`src/rtl/ptr_pkg.sv`:
```
package ptr_pkg;

  localparam int unsigned TILE_COUNT_DEF      = 256;
  localparam int unsigned TILE_PIXELS_DEF     = 64;
  localparam int unsigned PALETTE_ENTRIES_DEF = 256;

  localparam int unsigned OP_W   = 2;
  localparam int unsigned TILE_W = 8;
  localparam int unsigned POS_W  = 10;
  localparam int unsigned SLOT_W = 6;
  localparam int unsigned CIDX_W = 8;
  localparam int unsigned RGB_W  = 16;

  typedef enum logic [OP_W-1:0] {
    OP_DRAW    = 2'd0,
    OP_TILE_WR = 2'd1,
    OP_PAL_WR  = 2'd2
  } op_e;

  // requests from the controller to the tile and palette stores
  typedef struct packed {
    logic              tile_we;
    logic              pal_we;
    logic              fill_start;
    logic [TILE_W-1:0] tile;
    logic [SLOT_W-1:0] slot;
    logic [CIDX_W-1:0] cidx;
    logic [RGB_W-1:0]  rgb;
  } store_cmd_t;

  // converted pixels on their way into the pixel cache
  typedef struct packed {
    logic              we;
    logic              done;
    logic [SLOT_W-1:0] idx;
    logic [RGB_W-1:0]  rgb;
  } cache_wr_t;

  typedef struct packed {
    logic             start;
    logic [POS_W-1:0] pos_x;
    logic [POS_W-1:0] pos_y;
  } emit_cmd_t;

endpackage

```
`src/rtl/ptr_if.sv`:
```


interface ptr_out_if;
  import ptr_pkg::*;

  logic              valid;
  logic              ready;
  logic [POS_W-1:0]  win_x;
  logic [POS_W-1:0]  win_y;
  logic [SLOT_W-1:0] pixel_number;
  logic [RGB_W-1:0]  pixel_rgb;
  logic              last;

  modport source (
    output valid, win_x, win_y, pixel_number, pixel_rgb, last,
    input  ready
  );

  modport sink (
    input  valid, win_x, win_y, pixel_number, pixel_rgb, last,
    output ready
  );
endinterface

```
`src/rtl/ptr_cache.sv`:
```
module ptr_cache #(
  parameter int unsigned TILE_PIXELS = ptr_pkg::TILE_PIXELS_DEF
) (
  input  logic               clk_i,
  input  logic               rst_ni,
  input  ptr_pkg::cache_wr_t cwr_i,
  input  ptr_pkg::emit_cmd_t emit_i,
  output logic               emit_done_o,
  ptr_out_if.source          out_o
);
  import ptr_pkg::*;

  localparam int unsigned IDX_W = (TILE_PIXELS > 1) ? $clog2(TILE_PIXELS) : 1;
  localparam logic [IDX_W-1:0] IDX_LAST = IDX_W'(TILE_PIXELS - 1);

  logic [RGB_W-1:0] cache_mem [TILE_PIXELS];

  logic             rd_act_q;
  logic [IDX_W-1:0] rk_q;
  logic             d_vld_q;
  logic [IDX_W-1:0] d_idx_q;
  logic [RGB_W-1:0] c_rd_q;
  logic             ov_q;
  logic [IDX_W-1:0] o_idx_q;
  logic [RGB_W-1:0] o_rgb_q;
  logic             o_last_q;
  logic [POS_W-1:0] win_x_q, win_y_q;

  logic move, re;

  // read data stays in the memory output register until it moves on
  assign move = d_vld_q && (!ov_q || out_o.ready);
  assign re   = rd_act_q && (!d_vld_q || move);

  always_ff @(posedge clk_i) begin
    if (cwr_i.we) cache_mem[IDX_W'(cwr_i.idx)] <= cwr_i.rgb;
    if (re) c_rd_q <= cache_mem[rk_q];
  end

  always_ff @(posedge clk_i or negedge rst_ni) begin
    if (!rst_ni) begin
      rd_act_q <= 1'b0;
      rk_q     <= '0;
      d_vld_q  <= 1'b0;
      ov_q     <= 1'b0;
    end else begin
      if (emit_i.start) begin
        rd_act_q <= 1'b1;
        rk_q     <= '0;
      end else if (re) begin
        rk_q <= rk_q + IDX_W'(1);
        if (rk_q == IDX_LAST) rd_act_q <= 1'b0;
      end
      if (re) begin
        d_vld_q <= 1'b1;
      end else if (move) begin
        d_vld_q <= 1'b0;
      end
      if (move) begin
        ov_q <= 1'b1;
      end else if (out_o.ready) begin
        ov_q <= 1'b0;
      end
    end
  end

  always_ff @(posedge clk_i) begin
    if (re) d_idx_q <= rk_q;
    if (move) begin
      o_idx_q  <= d_idx_q;
      o_rgb_q  <= c_rd_q;
      o_last_q <= (d_idx_q == IDX_LAST);
    end
    if (emit_i.start) begin
      win_x_q <= emit_i.pos_x;
      win_y_q <= emit_i.pos_y;
    end
  end

  assign out_o.valid        = ov_q;
  assign out_o.win_x        = win_x_q;
  assign out_o.win_y        = win_y_q;
  assign out_o.pixel_number = SLOT_W'(o_idx_q);
  assign out_o.pixel_rgb    = o_rgb_q;
  assign out_o.last         = o_last_q;
  assign emit_done_o        = ov_q && out_o.ready && o_last_q;

  a_start_empty: assert property (@(posedge clk_i) disable iff (!rst_ni)
    emit_i.start |-> !rd_act_q && !d_vld_q && !ov_q)
    else $error("emit started with pixels in flight");

  a_hold_data: assert property (@(posedge clk_i) disable iff (!rst_ni)
    (d_vld_q && !move) |=> d_vld_q && $stable(c_rd_q) && $stable(d_idx_q))
    else $error("pending read data lost");

  a_no_wr_emit: assert property (@(posedge clk_i) disable iff (!rst_ni)
    cwr_i.we |-> !rd_act_q && !d_vld_q && !ov_q)
    else $error("cache written while emitting");

endmodule

```
`src/flat_wrapper.sv`:
```
// flat-port wrapper written by rule: the top's interface ports become plain ports
module ptr_cache_flat import ptr_pkg::*;
#(
  parameter int unsigned TILE_PIXELS = ptr_pkg::TILE_PIXELS_DEF
)
  (clk_i, rst_ni, cwr_i, emit_i, emit_done_o, out_o_valid, out_o_win_x, out_o_win_y, out_o_pixel_number, out_o_pixel_rgb, out_o_last, out_o_ready);
  ptr_out_if out_o_i ();
  input  logic clk_i;
  input  logic rst_ni;
  input  ptr_pkg::cache_wr_t cwr_i;
  input  ptr_pkg::emit_cmd_t emit_i;
  output logic emit_done_o;
  output wire logic [$bits(out_o_i.valid)-1:0] out_o_valid;
  output wire logic [$bits(out_o_i.win_x)-1:0] out_o_win_x;
  output wire logic [$bits(out_o_i.win_y)-1:0] out_o_win_y;
  output wire logic [$bits(out_o_i.pixel_number)-1:0] out_o_pixel_number;
  output wire logic [$bits(out_o_i.pixel_rgb)-1:0] out_o_pixel_rgb;
  output wire logic [$bits(out_o_i.last)-1:0] out_o_last;
  input wire logic [$bits(out_o_i.ready)-1:0] out_o_ready;
  assign out_o_valid = out_o_i.valid;
  assign out_o_win_x = out_o_i.win_x;
  assign out_o_win_y = out_o_i.win_y;
  assign out_o_pixel_number = out_o_i.pixel_number;
  assign out_o_pixel_rgb = out_o_i.pixel_rgb;
  assign out_o_last = out_o_i.last;
  assign out_o_i.ready = out_o_ready;
  ptr_cache #(.TILE_PIXELS(TILE_PIXELS)) u_core (.clk_i(clk_i), .rst_ni(rst_ni), .cwr_i(cwr_i), .emit_i(emit_i), .emit_done_o(emit_done_o), .out_o(out_o_i));
endmodule
```
`config.mk`:
```
export PLATFORM = sky130hd
export DESIGN_NAME = ptr_cache_flat
export DESIGN_NICKNAME = d
export VERILOG_FILES = /design/src/rtl/ptr_pkg.sv /design/src/rtl/ptr_if.sv /design/src/rtl/ptr_cache.sv /design/src/flat_wrapper.sv
export SDC_FILE = /design/constraint.sdc
export NUM_CORES = 1
export LEC_CHECK = 0
export BUFFER_PORTS_ARGS = -buffer_cell sky130_fd_sc_hd__buf_2
export CAP_MARGIN = 20
export CORE_MARGIN = 2
export CORE_UTILIZATION = 45
export DETAILED_ROUTE_END_ITERATION = 16
export GPL_TIMING_DRIVEN = 0
export SKIP_CTS_REPAIR_TIMING = 1
export SLEW_MARGIN = 20
export SYNTH_ARGS = -nofsm -noshare
export SYNTH_HDL_FRONTEND = slang
export SYNTH_SLANG_ARGS = --single-unit
```
`constraint.sdc`:
```
create_clock -name clk_i -period 3.33 [get_ports clk_i]
set_clock_uncertainty 0.05 [all_clocks]
set_input_delay 0.1665 -clock clk_i [delete_from_list [all_inputs] [get_ports clk_i]]
set_output_delay 0.1665 -clock clk_i [all_outputs]
set_load 0.02 [all_outputs]
```
==> run_results.csv <==
group,metric,value,unit
cts,cts_htree_levels,3,
die,rows,112,
die,die_w,309.4,µm
global_routing,met1_usage,0.3247,
worst_hold_path,hold_end,"u_core.rk_q[2]$_DFFE_PN0P_",
routing,routed_wl,104800,µm
die,dieArea,95740,µm²
setup_path,slowest_stage,"mux2i_1",
timing,hold_viol,2,
routing,drtIter0Drc,2845,
setup_path,crit_family,"buffers and inverters",
run_status,status,"complete, but fails checks",
cts,clockBufferDepth,3,
timing,fin_crit,3.278,ns
cts,root_buffer,"clkbuf_16",
logic_synthesis,synth_edf_count,1089,
power,irDropWorstVdd,0.4059,mV
setup_path,critPathMaxStageDelay,0.44,ns
setup_path,crit_top_cell,"buf_4",
cells_and_area,drive_gt1_frac,0.3013,
logic_synthesis,syn_area_per_cell,22.32,µm²
timing,rsz0062_at_grt,"no",
routing,ant_nets,0,
worst_hold_path,hold_depth,2,
global_routing,use_met2,0.3409,
cts,clk_pin_slew,0.06,ns
die,core_area,92910,µm²
setup_path,cp_max_fo,10,
routing,drc,0,
timing,whs,-0.005019,ns
logic_synthesis,synth_seq_cells,1098,
die,die_h,309.4,µm
timing,fmax,305.1,MHz
setup_path,worstPathArrival,3.57,ns
setup_path,required,3.63,ns
logic_synthesis,synth_top_area_share,0.7790,
logic_synthesis,syn_inst,1881,
timing,setup_ws,0.05208,ns
cells_and_area,fillers,7106,
timing,maxSlewViolCount,0,
timing,fin_crit_sh,0.9844,
global_routing,overflow,0,
power,finalPower,29400,µW
setup_path,path_class,"reg2reg",
die,ios,93,
routing,vias,20670,
setup_path,endpoint_kind,"flop",
timing,setup_viol,0,
run,drv_cap,0,
setup_path,start_kind,"flop",
setup_path,r2r_end,"u_core.c_rd_q[3]$_DFFE_PP_",
global_routing,grt_pass1_wl,149000,µm
setup_path,crit_buf_inv,5,
run_status,failed_checks,"negative hold slack",
power,p_per_area,601.9,nW/µm²
setup_path,r2r_cells,8,
logic_synthesis,synthMostInstantiatedCell,"edfxtp_1",
routing,via_per_inst,5.883,
placed_design,gp_congestion,0.8820,
cts,cts_buffers,109,
logic_synthesis,synthesis.nets,1930,
cells_and_area,area_growth,16.36,%
global_routing,grt.busiest_layer,"met2",
die,initial_core_util,0.4518,
logic_synthesis,yosysWarnings,0,
placed_design,numPortBuffers,86,
global_routing,grtUsageTotal,0.2215,
placed_design,pre_cts_ws,-0.08958,ns
logic_synthesis,ys_top_cells_by_count,"edfxtp_1, mux4_2, mux2i_1",
cts,clkSinkCount,1098,
placed_design,hpwl,68750,µm
timing,max_slew.worst_pin.slew,0.9938,ns
logic_synthesis,synth.cell_area,41980,µm²
logic_synthesis,yosys.area.top_type,"edfxtp_1",
routing,wl_per_cell,29.84,µm
global_routing,groute.layer.met3.usage,0.03641,
logic_synthesis,synth_area_leaders,"edfxtp_1, mux4_2, mux2i_1",
logic_synthesis,synthArstFlopShare,0.008197,
worst_hold_path,min_path_type,"in2reg",
global_routing,grt_max_degree,65,
timing,maxSlewHeadroom,0.3368,
logic_synthesis,synth_top_flop_cell,"edfxtp_1",
global_routing,grt_antenna_before_repair,5,
routing,drt_pass1_iterations,5,
cts,clock_latency,0.68,ns
logic_synthesis,synth_cell_type_count,46,
logic_synthesis,synth_seq_area_share,0.7844,
cells_and_area,utilization,0.5257,
setup_path,path_cells,"buf_4, buf_4, buf_6, buf_4, buf_2, mux2i_1, o22a_1, o311ai_1",
power,power_leakage,0.01510,µW
cts,cts_tree,"built",
setup_path,r2r_start,"u_core.rk_q[1]$_DFFE_PN0P_",
global_routing,first_global_vias,20400,
cells_and_area,fin_nets,2211,
setup_path,r2r_slack,0.05,ns
worst_hold_path,hold_path_startpoint,"emit_i[20]",
-- cell families (layout without fill, tap and decap cells) --
group	Yosys count	count (layout)	share of synthesized area
simple gates	181	181	0.02182
buf+inv	105	481	0.01616
xor+xnor	5	5	0.001043
other cells	0	2	0
flops	1098	1098	0.7844
fa+ha+maj	1	1	0.0002980
compound gates	139	139	0.02712
mux	352	352	0.1492
-- layout make-up --
type / count / area [µm²] / share of cell area
clock inverters: 68 / 666.9 / 0.01365
inverters: 2 / 7.507 / 0.0001537
repair buffers: 170 / 1504 / 0.03079
clock buffers: 138 / 2922 / 0.05981
flip-flops and latches: 1098 / 32930 / 0.6741
plain buffers: 103 / 671.9 / 0.01376
well taps: 1254 / 1569 / 0.03212
diodes: 2 / 5.005 / 0.0001025
multi-input cells: 678 / 8572 / 0.1755
-- how the worst max path moves through the flow --
stage | to | slack [ns] | start | cells past startpoint
floorplan | u_core.cache_mem[48][0]$_DFFE_PP_ | 1.08 | cwr_i[19] | 4
global placement | u_core.cache_mem[48][9]$_DFFE_PP_ | -0.30 | cwr_i[20] | 3
detailed placement | u_core.c_rd_q[8]$_DFFE_PP_ | -0.09 | u_core.rk_q[1]$_DFFE_PN0P_ | 8
CTS | u_core.c_rd_q[8]$_DFFE_PP_ | -0.09 | u_core.rk_q[1]$_DFFE_PN0P_ | 8
global route | u_core.c_rd_q[6]$_DFFE_PP_ | 0.003 | u_core.rk_q[2]$_DFFE_PN0P_ | 7
finish | u_core.c_rd_q[3]$_DFFE_PP_ | 0.05 | u_core.rk_q[1]$_DFFE_PN0P_ | 8
-- per-layer routing --
metal | vias up | share of wire
met1 | 11050 | 0.42
met2 | 908 | 0.47
met3 | 177 | 0.076
li1 | 8533 | -
met4 | 2 | 0.033
met5 | - | 0.00012
-- sequential cells by signal, indices dropped and copies added (netlist names) --
register	count
u_core.cache_mem	1024
u_core.c_rd_q	16
u_core.out_o.pixel_rgb	16
u_core.out_o.win_x	10
u_core.out_o.win_y	10
u_core.d_idx_q	6
u_core.out_o.pixel_number	6
u_core.rk_q	6
u_core.d_vld_q	1
u_core.out_o.last	1
u_core.out_o.valid	1
u_core.rd_act_q	1
-- layout by cell type, fill, tap and decap left out, drive strengths merged, types with 8 or more instances in the layout --
cell type | Yosys | final
edfxtp | 1089 | 1089
mux4 | 215 | 215
buf | 68 | 215
clkbuf | 35 | 173
mux2i | 98 | 98
nor2 | 73 | 73
clkinv | 0 | 50
mux2 | 39 | 39
a221oi | 32 | 32
nand2 | 27 | 27
dlygate4sd3 | 0 | 23
and3 | 18 | 18
a22oi | 16 | 16
nand2b | 16 | 16
o221ai | 16 | 16
o22ai | 16 | 16
a211o | 16 | 16
o22a | 16 | 16
o311ai | 16 | 16
bufinv | 0 | 13
and2 | 12 | 12
dfrtp | 9 | 9
a211oi | 9 | 9
nand3 | 8 | 8
-- report_power, final --
group / internal, µW / leakage [µW] / switching (µW)
sequential: 15400 / 0.00996 / 43.4
clock: 7200 / 0.00175 / 5080
combinational: 656 / 0.00338 / 1060
-- metrics by stage --
stage                     cells  TNS [ns]  instance area, µm²
after global routing       3511         0               48840
after CTS                  3488   -0.2207               48580
after global placement     3221    -9.674               43980
final                      3513         0               48840
after detailed placement   3282   -0.1956               44990
after floorplan            1881         0               41980
(Power assumes the default switching activity.)
